==> config.mk <==
export PLATFORM = sky130hd
export DESIGN_NAME = prs_cell
export DESIGN_NICKNAME = d
export VERILOG_FILES = /design/src/prs_pkg.sv /design/src/prs_cell.sv
export SDC_FILE = /design/constraint.sdc
export NUM_CORES = 2
export LEC_CHECK = 0
export ABC_AREA = 1
export BUFFER_PORTS_ARGS = -buffer_cell sky130_fd_sc_hd__buf_2
export CORE_ASPECT_RATIO = 1.1
export CORE_UTILIZATION = 35
export CTS_BUF_LIST = sky130_fd_sc_hd__clkbuf_16
export CTS_CLUSTER_SIZE = 28
export DETAILED_ROUTE_END_ITERATION = 10
export GPL_TIMING_DRIVEN = 0
export SETUP_SLACK_MARGIN = 0.5
export SLEW_MARGIN = 20
export SYNTH_ARGS = -nofsm -noshare
export SYNTH_HDL_FRONTEND = slang
export SYNTH_SLANG_ARGS = --single-unit
==> constraint.sdc <==
create_clock -name aclk -period 16.2 [get_ports aclk]
set_input_delay 2.43 -clock aclk [delete_from_list [all_inputs] [get_ports aclk]]
set_output_delay 2.43 -clock aclk [all_outputs]
set_load 0.02 [all_outputs]
==> src/prs_pkg.sv <==
// shared types and constants for the polyphase resampler
package prs_pkg;

    localparam int SAMPLE_W = 16;
    localparam int COEF_W   = 18;
    localparam int PROD_W   = SAMPLE_W + COEF_W;
    localparam int SHIFT_W  = 5;
    localparam int IDX_W    = 10;
    localparam logic [SHIFT_W-1:0] SHIFT_RESET = 5'd17;

    typedef enum logic {
        OP_LOAD   = 1'b0,
        OP_SAMPLE = 1'b1
    } opcode_t;

    // control for the coefficient read that feeds the cell row
    typedef struct packed {
        logic valid;
        logic last;
    } ctl_t;

endpackage

==> src/prs_cell.sv <==
// one multiply-accumulate cell of the resampler chain, real and imaginary
module prs_cell #(
    parameter int ACC_W = 40
) (
    input  logic                                aclk,
    input  logic                                aresetn,
    input  logic signed [prs_pkg::SAMPLE_W-1:0] tap_re,
    input  logic signed [prs_pkg::SAMPLE_W-1:0] tap_im,
    input  logic signed [prs_pkg::COEF_W-1:0]   coef,
    input  logic                                clear,
    input  logic                                en,
    input  logic signed [ACC_W-1:0]             acc_re_in,
    input  logic signed [ACC_W-1:0]             acc_im_in,
    output logic signed [ACC_W-1:0]             acc_re_out,
    output logic signed [ACC_W-1:0]             acc_im_out
);

    logic signed [prs_pkg::PROD_W-1:0] prod_re;
    logic signed [prs_pkg::PROD_W-1:0] prod_im;
    logic signed [ACC_W-1:0]           acc_re_reg;
    logic signed [ACC_W-1:0]           acc_im_reg;
    logic signed [ACC_W-1:0]           base_re;
    logic signed [ACC_W-1:0]           base_im;

    assign prod_re = tap_re * coef;
    assign prod_im = tap_im * coef;
    assign base_re = clear ? '0 : acc_re_in;
    assign base_im = clear ? '0 : acc_im_in;

    always_ff @(posedge aclk) begin
        if (!aresetn) begin
            acc_re_reg <= '0;
            acc_im_reg <= '0;
        end else if (en) begin
            acc_re_reg <= base_re + ACC_W'(prod_re);
            acc_im_reg <= base_im + ACC_W'(prod_im);
        end
    end

    assign acc_re_out = acc_re_reg;
    assign acc_im_out = acc_im_reg;

endmodule

* Word-level counts from Yosys, hierarchy flattened
Index checks and enable logic that the tools add are counted. Widths: inputs -> output; s select.
Word-level totals: register bits after elaboration 80, bits of input ports 134, output and inout port bits 80, word-level logic and storage cells 8
Cells by class: add/subtract/negate cells 2, multiply operators 2, mux-type cells 2
Operator list (number):
- $add 40x34->40 | 2
- $mux 40 | 2
- $mul 16x18->34 | 2

* Longest topological paths before layout
depth in word-level cells 2, mapped depth 31, depth with buffers taken out 29

* Worst setup path after synthesis
No wires, ideal clock.
path type input port to flip-flop, start point in tap_re[6] in the netlist's numbering, end point reg acc_re_reg[39] (netlist: acc_re_out[39]), library setup time 0.109 ns, arrival 7.847 ns, setup slack 8.244 ns, stages on the path 24, buffers on the path 2, cells stage by stage clkbuf_1 buf_1 nand2_1 fa_1 inv_1 fa_1 inv_1 fa_1 fa_1 inv_1 fa_1 inv_1 fa_1 inv_1 ha_1 nand2_1 nor3_1 nand3_1 nor2_1 nand3b_1 nand4_1 nand3_1 nand2_1 inv_1
Between the ends: longest elaborated chain between the ends 2
Ends and longest elaborated chain:
- start, declared | RTL line prs_cell.sv:7 | input logic signed [prs_pkg::SAMPLE_W-1:0] tap_re,
- $mul 16x18->34 | RTL line prs_cell.sv:25 | assign prod_re = tap_re * coef;
- $add 40x34->40 | RTL line prs_cell.sv:35 | acc_re_reg <= base_re + ACC_W'(prod_re);
- end signal, assigned | RTL line prs_cell.sv:35
- end, declared | RTL line prs_cell.sv:20 | logic signed [ACC_W-1:0] acc_re_reg;
Every way passes these cells. A chain may end at the register's enable or synchronous reset.

* Worst setup path in the final report
start point in coef[17] in the netlist's numbering, end point reg acc_re_reg[39] (netlist: acc_re_out[39])
Between the ends: longest elaborated chain between the ends 2
Ends and longest elaborated chain:
- start, declared | RTL line prs_cell.sv:9 | input logic signed [prs_pkg::COEF_W-1:0] coef,
- $mul 16x18->34 | RTL line prs_cell.sv:25
- $add 40x34->40 | RTL line prs_cell.sv:35
Every way passes these cells.

==> impl.org <==
** Logic synthesis
- After synthesis, the share of flip-flops with an asynchronous set or reset is 0.
- Register bit count reported by yosys :: 80
- Cell variety after synth :: 34
- Yosys warning total :: 0
- Among all flip-flop cells after synthesis, the most frequent one is sky130_fd_sc_hd__dfxtp_1.
- Post-synthesis cell area :: between 30000 and 40000 um^2
- The average instance in the mapped netlist occupies 7.314 um^2.
- Gate count after technology mapping :: 4387
- Yosys mapped a number of flops with a built-in enable equal to 0.
- Portion of the post-synthesis area used by sequential elements :: 0.04991
- Post-Syn Nets :: between 5000 and 6000

** Clock network
- Cts bufs inserted :: 9
- For this design, the sink count on the clock tree is 80.
- Clock tree from TritonCTS :: yes
- Clock latency at the later pin of the worst-skew pair :: 0.38 ns
- CTS max path bufs :: 2
- Setup repair bufs after CTS :: 0
- For this design, the CTS-stage hold fixing added 0 buffers.
- The H-tree was split into 3 levels.
- Clock Pin Slew Worst Setup and Hold Paths :: around 0.060 ns
- Buffer cell driving the clock tree root :: sky130_fd_sc_hd__clkbuf_16
- Post-CTS repair changed the size of 0 cells.

** Timing
- For the final routed database, the setup TNS stands at 0 ns.
- Max-slew violation total from the final report :: 0
- Period utilization :: 0.5812
- Final Setup Violations :: 0
- At the pin with the least slew margin, the transition time is around 1.2 ns.
- The total count of hold-check failures in the final report came to 0.
- The smallest clock period supported by the final layout is computed as 9.415 ns.
- Largest clock skew in the final design :: 0 ns
- Fmax :: 106.2 MHz
- Setup slack after layout :: 6.785 ns
- Unrepaired setup endpoints after global routing :: no
- Relative slew slack :: 0.1842

** Cells and area
- Leaving out filler cells and counting taps, the final layout contains 5767.
- Summing all multi-input logic gate instances after layout gives 24540 um^2.
- Layout overhead on the synthesized area :: 8.290%
- Registers take 1602 um^2.
- At the end of the flow, the number of nets in the layout was between 5000 and 6000.
- Number of fillers in the final layout :: approximately 9800
- Share of layout cells above drive strength 1 :: 0.05628

** Setup path
- The worst register-to-register path has a depth of 3.
- The setup path with the least slack is of type in -> reg.
- Category of the worst setup path capture point :: flop
- Register-to-register path setup slack :: ~15 ns
- The worst register-to-register path ends at acc_re_out[22].
- In this run the worst path has a maximum fanout of 10.
- The startpoint identified for the worst register-to-register timing path is acc_re_out[22].
- The worst setup path is launched from an input pin.
- Required time of the worst setup path :: approximately 16 ns
- The critical path ends at acc_re_out[39].
- In this run the worst setup path begins at coef[17].
- Data arrives at the worst endpoint at 9.70 ns.

** Route
- After the first detailed-routing iteration, the DRC count stood at roughly 2100.
- The detail route stage leaves a number of antenna-violating nets equal to 0.
- Dividing the detail-routed wire length by the instance count gives ~19 um.
- Using the TritonRoute via totals, the vias-per-cell ratio works out to 4.692.
- Post-detailed-route DRC marker count :: 0
- The routed design has roughly 110 mm of wire.
- Routed via count :: ~27000
- Number of iterations in the first detailed-routing pass :: 6

** Placed design
- Routability-driven placement finished with a final weighted congestion of around 0.98.
- HPWL after DPL :: between 90 and 100 mm
- Port buffering added about 180 buffers.
- Placed cells :: 5748
- Setup WS pre-CTS :: approximately 6.3 ns

** Run status
- The flow ran to the end, and the final reports show no timing, DRC or antenna violations.

** Global routing
- Final global-route overflow total :: 0
- Pin count of the biggest net entering global routing :: 24
- The number of global-route vias before repair is between 20000 and 30000.
- Total Routing Usage GR :: 0.2427
- Number of antenna violations at the first check in global routing :: 12
- Global-route wire length before repair :: between 150 and 200 mm

** Flow run
- Across the run, the number of max-cap violations was 0.

** Floorplan
- Effective utilization at floorplan :: 0.3532
- Core region area :: between 90000 and 100000 um^2
- The die covers ~93000 um^2.
- Number of standard-cell rows in the floorplan :: 116
- Die extent in x :: 290.7 um
- I/O pins :: between 200 and 250
- Measured along the y axis, the die boundary spans 319.6 um.

** Min path
- In this run the worst hold path is classified as reg -> reg.
cell families (layout without fill, tap and decap cells):
| logic type | count (synthesis) | in the layout | synth area share |
|---|---|---|---|
| adders and majority gates | 934 | 934 | 0.5289 |
| AOI/OAI and AO/OA | 151 | 151 | 0.02581 |
| buffers and inverters | 1576 | 1773 | 0.1855 |
| xor gates and xnor gates | 36 | 36 | 0.009826 |
| other | 0 | 3 | 0 |
| and+or+nand+nor | 1610 | 1610 | 0.2000 |
| DFF | 80 | 80 | 0.04991 |
synth_stat cells, types with 2 or more instances:
library cell | count | area share
sky130_fd_sc_hd__dfxtp_1 | 80 | 0.050
sky130_fd_sc_hd__o21bai_1 | 19 | 0.0044
sky130_fd_sc_hd__buf_1 | 11 | 0.0013
sky130_fd_sc_hd__fa_1 | 704 | 0.44
sky130_fd_sc_hd__xor2_1 | 27 | 0.0074
sky130_fd_sc_hd__inv_1 | 1419 | 0.17
sky130_fd_sc_hd__nor2_4 | 2 | 0.00070
sky130_fd_sc_hd__buf_2 | 7 | 0.0011
sky130_fd_sc_hd__o211ai_1 | 4 | 0.00094
sky130_fd_sc_hd__a21oi_2 | 3 | 0.00082
sky130_fd_sc_hd__nand3_1 | 105 | 0.016
sky130_fd_sc_hd__nand4_1 | 12 | 0.0023
sky130_fd_sc_hd__nor2_2 | 11 | 0.0021
sky130_fd_sc_hd__nand2_1 | 1067 | 0.12
sky130_fd_sc_hd__ha_1 | 230 | 0.090
sky130_fd_sc_hd__nor2_1 | 364 | 0.043
sky130_fd_sc_hd__inv_2 | 4 | 0.00047
sky130_fd_sc_hd__o21ai_1 | 8 | 0.0012
sky130_fd_sc_hd__clkbuf_8 | 2 | 0.00086
sky130_fd_sc_hd__clkinv_1 | 3 | 0.00035
sky130_fd_sc_hd__nand3_2 | 11 | 0.0034
sky130_fd_sc_hd__and2_1 | 2 | 0.00039
sky130_fd_sc_hd__a21oi_1 | 57 | 0.0089
sky130_fd_sc_hd__nor3_1 | 10 | 0.0016
sky130_fd_sc_hd__clkbuf_1 | 128 | 0.015
sky130_fd_sc_hd__xnor2_1 | 9 | 0.0025
sky130_fd_sc_hd__or2_2 | 3 | 0.00058
sky130_fd_sc_hd__nand3b_1 | 7 | 0.0016
sky130_fd_sc_hd__o21ai_0 | 59 | 0.0092
sky130_fd_sc_hd__nor3_2 | 3 | 0.00094
sky130_fd_sc_hd__nand2_2 | 13 | 0.0025
per-layer routing:
metal	vias up	share of wire	wire (um)	GRT usage
li1	12570	-	-	-
met1	13290	0.42	45590	0.3216
met2	1006	0.47	51540	0.4036
met3	176	0.077	8414	0.03767
met4	16	0.037	4018	0.08125
met5	-	0.00092	101	0
worst max-delay path, cell delays in order:
cell,delay (ns)
sky130_fd_sc_hd__buf_2,0.22
sky130_fd_sc_hd__clkbuf_1,0.73
sky130_fd_sc_hd__nand2_1,0.36
sky130_fd_sc_hd__inv_1,0.18
sky130_fd_sc_hd__fa_2,0.53
sky130_fd_sc_hd__fa_1,0.88
sky130_fd_sc_hd__inv_1,0.13
sky130_fd_sc_hd__fa_1,0.59
sky130_fd_sc_hd__fa_1,0.70
sky130_fd_sc_hd__inv_1,0.12
sky130_fd_sc_hd__fa_1,0.49
sky130_fd_sc_hd__inv_1,0.04
sky130_fd_sc_hd__fa_1,0.47
sky130_fd_sc_hd__inv_1,0.04
sky130_fd_sc_hd__ha_1,0.38
sky130_fd_sc_hd__nand2_1,0.12
sky130_fd_sc_hd__nor3_1,0.22
sky130_fd_sc_hd__nand3_1,0.16
sky130_fd_sc_hd__nor2_1,0.21
sky130_fd_sc_hd__nand3b_1,0.12
sky130_fd_sc_hd__nand4_1,0.11
sky130_fd_sc_hd__nand3_1,0.25
sky130_fd_sc_hd__nand2_1,0.14
sky130_fd_sc_hd__inv_1,0.04
how the worst min path moves through the flow:
stage                              start              to  slack, ns  cells after the start
after floorplan            acc_re_out[0]   acc_re_out[0]       0.59                      2
after global placement    acc_re_out[16]  acc_re_out[16]       0.46                      2
after detailed placement  acc_re_out[16]  acc_re_out[16]       0.47                      2
after CTS                 acc_re_out[16]  acc_re_out[16]       0.49                      2
after global routing      acc_re_out[16]  acc_re_out[16]       0.51                      2
final                     acc_re_out[16]  acc_re_out[16]       0.48                      2
area by class of cell:
| cell class | count | share of cell area |
|---|---|---|
| clock buffers | 9 | 0.006481 |
| repair buffers | 181 | 0.02607 |
| well taps | 1180 | 0.04249 |
| diodes | 3 | 0.0002160 |
| inverters | 1426 | 0.1540 |
| flip-flops and latches | 80 | 0.04609 |
| plain buffers | 150 | 0.01732 |
| clock inverters | 7 | 0.001116 |
| multi-input cells | 2731 | 0.7062 |
layout by cell type (no fill, tap or decap), types with 59 or more instances in the layout:
cell and n:
sky130_fd_sc_hd__buf_2 188, sky130_fd_sc_hd__clkbuf_1 127, sky130_fd_sc_hd__dfxtp_1 80, sky130_fd_sc_hd__fa_1 702, sky130_fd_sc_hd__ha_1 230, sky130_fd_sc_hd__inv_1 1420, sky130_fd_sc_hd__nand2_1 1067, sky130_fd_sc_hd__nand3_1 105
sky130_fd_sc_hd__nor2_1 364, sky130_fd_sc_hd__o21ai_0 59
stage by stage:
step | utilization | area [um^2] | hold WS, ns
2_1_floorplan | - | 32090 | 0.5915
3_3_place_gp | 0.3794 | 34470 | 0.4622
3_5_place_dp | 0.3794 | 34470 | 0.4712
4_1_cts | 0.3823 | 34740 | 0.4890
5_1_grt | 0.3824 | 34740 | 0.5135
6_report | 0.3825 | 34750 | 0.4829
state kept, by name (all words and copies together) (netlist names):
register,cells
acc_im_out,40
acc_re_out,40
Power is not shown: default switching activity piles up to over one toggle a cycle in this logic, so the estimate is an artifact.
